[config.mk]
export PLATFORM = sky130hd
export DESIGN_NAME = epi_apb_regs
export DESIGN_NICKNAME = d
export VERILOG_FILES = /design/src/design/epi_pkg.sv /design/src/design/epi_apb_regs.sv
export SDC_FILE = /design/constraint.sdc
export NUM_CORES = 1
export LEC_CHECK = 0
export BUFFER_PORTS_ARGS = -buffer_cell sky130_fd_sc_hd__buf_2
export CAP_MARGIN = 10
export CORE_MARGIN = 1.5
export CORE_UTILIZATION = 31
export CTS_BUF_LIST = sky130_fd_sc_hd__clkbuf_16
export CTS_CLUSTER_SIZE = 40
export DETAILED_ROUTE_END_ITERATION = 7
export PLACE_DENSITY = 0.79
export SLEW_MARGIN = 40
export SYNTH_ARGS = -nofsm -noshare
export SYNTH_HDL_FRONTEND = slang
export SYNTH_SLANG_ARGS = --single-unit
[constraint.sdc]
create_clock -name i_clk -period 0.9 [get_ports i_clk]
set_clock_uncertainty 0.2 [all_clocks]
set_input_delay 0.045 -clock i_clk [delete_from_list [all_inputs] [get_ports i_clk]]
set_output_delay 0.045 -clock i_clk [all_outputs]
set_load 0.005 [all_outputs]
[src/design/epi_pkg.sv]
// ----------------------------------------------------------------------------
// Exact palette indexer package
// Types, constants and helpers shared by the palette indexer modules.
// ----------------------------------------------------------------------------
package epi_pkg;

    // Control sequencer states of the lookup pipeline.
    typedef enum logic [1:0] {
        ST_CLEAR,
        ST_RUN,
        ST_REREAD
    } t_state;

    // Frame tag kept with every table entry. Tag zero marks a swept entry.
    localparam int EPOCH_W = 8;
    localparam logic [EPOCH_W-1:0] EPOCH_FIRST = EPOCH_W'(1);
    localparam logic [EPOCH_W-1:0] EPOCH_LAST  = '1;

    // One slot table entry: frame tag and palette slot plus one.
    typedef struct packed {
        logic [EPOCH_W-1:0] epoch;
        logic [7:0]         slot;
    } t_entry;

    // Configuration register map.
    localparam int APB_ADDR_W  = 3;
    localparam int REG_IDX_BIT = 2;
    localparam logic REG_COLOUR_LIMIT = 1'b0;
    localparam logic [7:0] LIMIT_RESET = 8'd255;

    // Widen a 5-bit component to 8 bits by copying its top bits down.
    function automatic logic [7:0] widen5(input logic [4:0] v);
        widen5 = {v, v[4:2]};
    endfunction

    // Widen a 6-bit component to 8 bits by copying its top bits down.
    function automatic logic [7:0] widen6(input logic [5:0] v);
        widen6 = {v, v[5:4]};
    endfunction

endpackage

[src/design/epi_apb_regs.sv]
// ----------------------------------------------------------------------------
// Configuration registers
// APB-style slave holding the colour limit register.
// ----------------------------------------------------------------------------
module epi_apb_regs (
    input  logic                            i_clk,
    input  logic                            i_rst_n,
    input  logic                            psel,
    input  logic                            penable,
    input  logic                            pwrite,
    input  logic [epi_pkg::APB_ADDR_W-1:0]  paddr,
    input  logic [31:0]                     pwdata,
    output logic [31:0]                     prdata,
    output logic                            pready,
    output logic [7:0]                      o_colour_limit
);
    import epi_pkg::*;

    logic [7:0] r_colour_limit;
    logic       w_write;
    logic       w_sel_limit;

    assign pready      = 1'b1;
    assign w_sel_limit = (paddr[REG_IDX_BIT] == REG_COLOUR_LIMIT);
    assign w_write     = psel && penable && pwrite && pready;

    // Register write; only the low byte is kept.
    always_ff @(posedge i_clk) begin
        if (!i_rst_n) begin
            r_colour_limit <= LIMIT_RESET;
        end else if (w_write && w_sel_limit) begin
            r_colour_limit <= pwdata[7:0];
        end
    end

    // Read back.
    always_comb begin
        prdata = '0;
        if (w_sel_limit) begin
            prdata = {24'd0, r_colour_limit};
        end
    end

    assign o_colour_limit = r_colour_limit;

endmodule

==> out/qor.yml <==
n_antenna_cell: 0
cp.required_ns: 0.65
clk_pin_slew_ns: 0.03
synth_cell_types: 9
clk_latency_ns: 0.23
die_w_um: 48.1
max_freq_ghz: 0.915
cts-root-buf: "clkbuf_16"
netlist_area_um2: 631
synth_edf_count: 0
setup_viol_count_final: 21
slew_viol_final: 0
synth.most_common_cell: "buf_4"
irDropWorstVdd_mv: 0.470
avgSynthCellArea_um2: 9.01
maxCapViolations: 0
crit_start: "o_colour_limit[1]$_SDFFE_PN1P_"
grt_util_all_layers: 0.110
fill_cells: 194
stdcell_area_um2: 977
ctsLongestPathBuffers: 2
io_buffers: 29
critPathTopFamily: "flip-flops"
r2r_start: "o_colour_limit[2]$_SDFFE_PN1P_"
path_class: "flip-flop to output port"
async_flop_share: 0
dp.cells: 124
grt_pass1_wl_mm: 1.63
synth-seq-cells: 8
clock-sinks: 8
critPathMaxFanout: 2
fin_hold_ws_ns: -0.127
area.growth.synth_to_final_pct: 55.0
path_depth: 2
grt_remaining_overflow: 0
rsz0062_at_grt: "yes"
avgRoutedWirePerCell_um: 9.13
start_util: 0.325
core_um2: 1940
antenna_found_initial: 0
drt_wl_total_mm: 1.23
boundaryPins: 81
cp.buffers_inverters: 1
worstHoldStart: "pwdata[1]"
numCtsBuffers: 3
ctsHtreeMaxLevel: 1
synthTopCellsByCount: "buf_4 (25), nor2b_1 (16), and2b_2 (8), dfxtp_1 (8), mux2i_1 (8)"
yosys_warnings: 0
path_cells: "and2b_2 -> buf_6"
cp-end-kind: "output port"
holdPathStages: 3
layout_setup_ws_ns: -0.193
final_hold_viol_count: 8
ant_nets: 0
ys_seq_area_frac: 0.254
netlist.area_leader.share: 0.298
rr_worst_depth: 3
synth_area_leader_cell: "buf_4"
yosys_most_used_dff: "dfxtp_1"
grt_max_degree: 17
via_per_inst: 3.73
finalCritPeriodShare: 1.21
power_density_nw_per_um2: 1340
hold_class: "input port to flip-flop"
internal_power_w: 0.00106
ys_top_cells_by_area: "buf_4 (30%), dfxtp_1 (25%), nor2b_1 (16%)"
seqPwrFrac: 0.283
fp.dieH_um: 48.1
cp_slowest_cell: "dfxtp_2"
power_frac_comb: 0.159
drive_gt1_frac: 0.546
tritoncts: "done"
violations: "hold timing, setup timing"
crit_path_start_kind: "flip-flop"
leakage_nw: 0.460
nets: 150
place_area_um2: 721
switchingPower_w: 0.000250
critical_path_arrival_ns: 0.85
p_sw_frac: 0.190
synthCells: 70
firstDrtPassIters: 1
core.rowCount: 16
place_hpwl_um: 874
grt_pass1_vias: 421
gp_congestion: 0.644
drt_iter0_markers: 0
clkPwrFrac: 0.558
max_stage_delay_ns: 0.31
final.min_clock_period_ns: 1.09
final_cells: 135
dieArea_um2: 2310
largest_reg_flops: 8
drc: 0
status: "complete, but fails checks"
num_vias: 503
through the flow:
stage / TNS (ns) / power, W / utilization / hold WS [ns] / worst slack, ns
after floorplan: 0 / 0.000542 / - / 0.0114 / 0.0458
after global placement: -0.852 / 0.000531 / 0.371 / 0.101 / -0.109
after detailed placement: -1.14 / 0.000535 / 0.371 / 0.111 / -0.171
after CTS: -2.55 / 0.00131 / 0.476 / -0.128 / -0.186
after global routing: -2.85 / 0.00137 / 0.503 / -0.118 / -0.210
final: -2.36 / 0.00131 / 0.503 / -0.127 / -0.193
layout by cell type (no fill, tap or decap), drive strengths merged:
cell / count
buf: 39
conb: 25
nor2b: 16
and2b: 8
mux2i: 8
dfxtp: 8
clkbuf: 3
and4b: 1
layout make-up:
cell class / instances / area, um^2 / area share
multi-input combinational: 58 / 362 / 0.370
timing repair buffer: 39 / 337 / 0.344
sequential: 8 / 170 / 0.174
clock buffer: 3 / 75.1 / 0.0768
tap: 27 / 33.8 / 0.0346
path summary, 6_finish.rpt:
check	to	slack, ns
worst min register to register	o_colour_limit[3]$_SDFFE_PN1P_	0.40
worst min-delay path	o_colour_limit[1]$_SDFFE_PN1P_	-0.13
worst max-delay path	prdata[1]	-0.19
worst max register to register	o_colour_limit[2]$_SDFFE_PN1P_	-0.03
worst register-to-register path: stages (launching register included):
cell	delay [ns]
dfxtp_2	0.31
buf_4	0.13
nor2b_1	0.09
mux2i_1	0.07
kinds of logic (layout without fill, tap and decap cells):
logic type / after synthesis / in the layout / synth area share
buffers and inverters: 27 / 42 / 0.321
and+or+nand+nor: 25 / 25 / 0.286
other: 2 / 25 / 0.0119
muxes: 8 / 8 / 0.127
DFF: 8 / 8 / 0.254
routing by layer:
| layer | routed length, um | vias to the layer above | GRT usage |
|---|---|---|---|
| li1 | - | 243 | - |
| met1 | 480 | 220 | 0.110 |
| met2 | 625 | 38 | 0.192 |
| met3 | 110 | 2 | 0.0444 |
| met4 | 17 | 0 | 0.0649 |
| met5 | 0 | - | 0 |
power groups by stage:
stage / clock, W / combinational, W / sequential [W]
after detailed placement: 0 / 0.000159 / 0.000376
after floorplan: 0 / 0.000166 / 0.000376
after CTS: 0.000755 / 0.000184 / 0.000370
after global routing: 0.000757 / 0.000237 / 0.000371
final: 0.000732 / 0.000209 / 0.000371
after global placement: 0 / 0.000156 / 0.000376
what timing repair did:
action | 4_1_cts | 5_1_grt
endpoints found under the setup margin | 16 | 24
buffers inserted | 8 | 0
resized for setup | 18 | 11
endpoints found under the hold margin | 8 | 8
(Power assumes the default switching activity.)
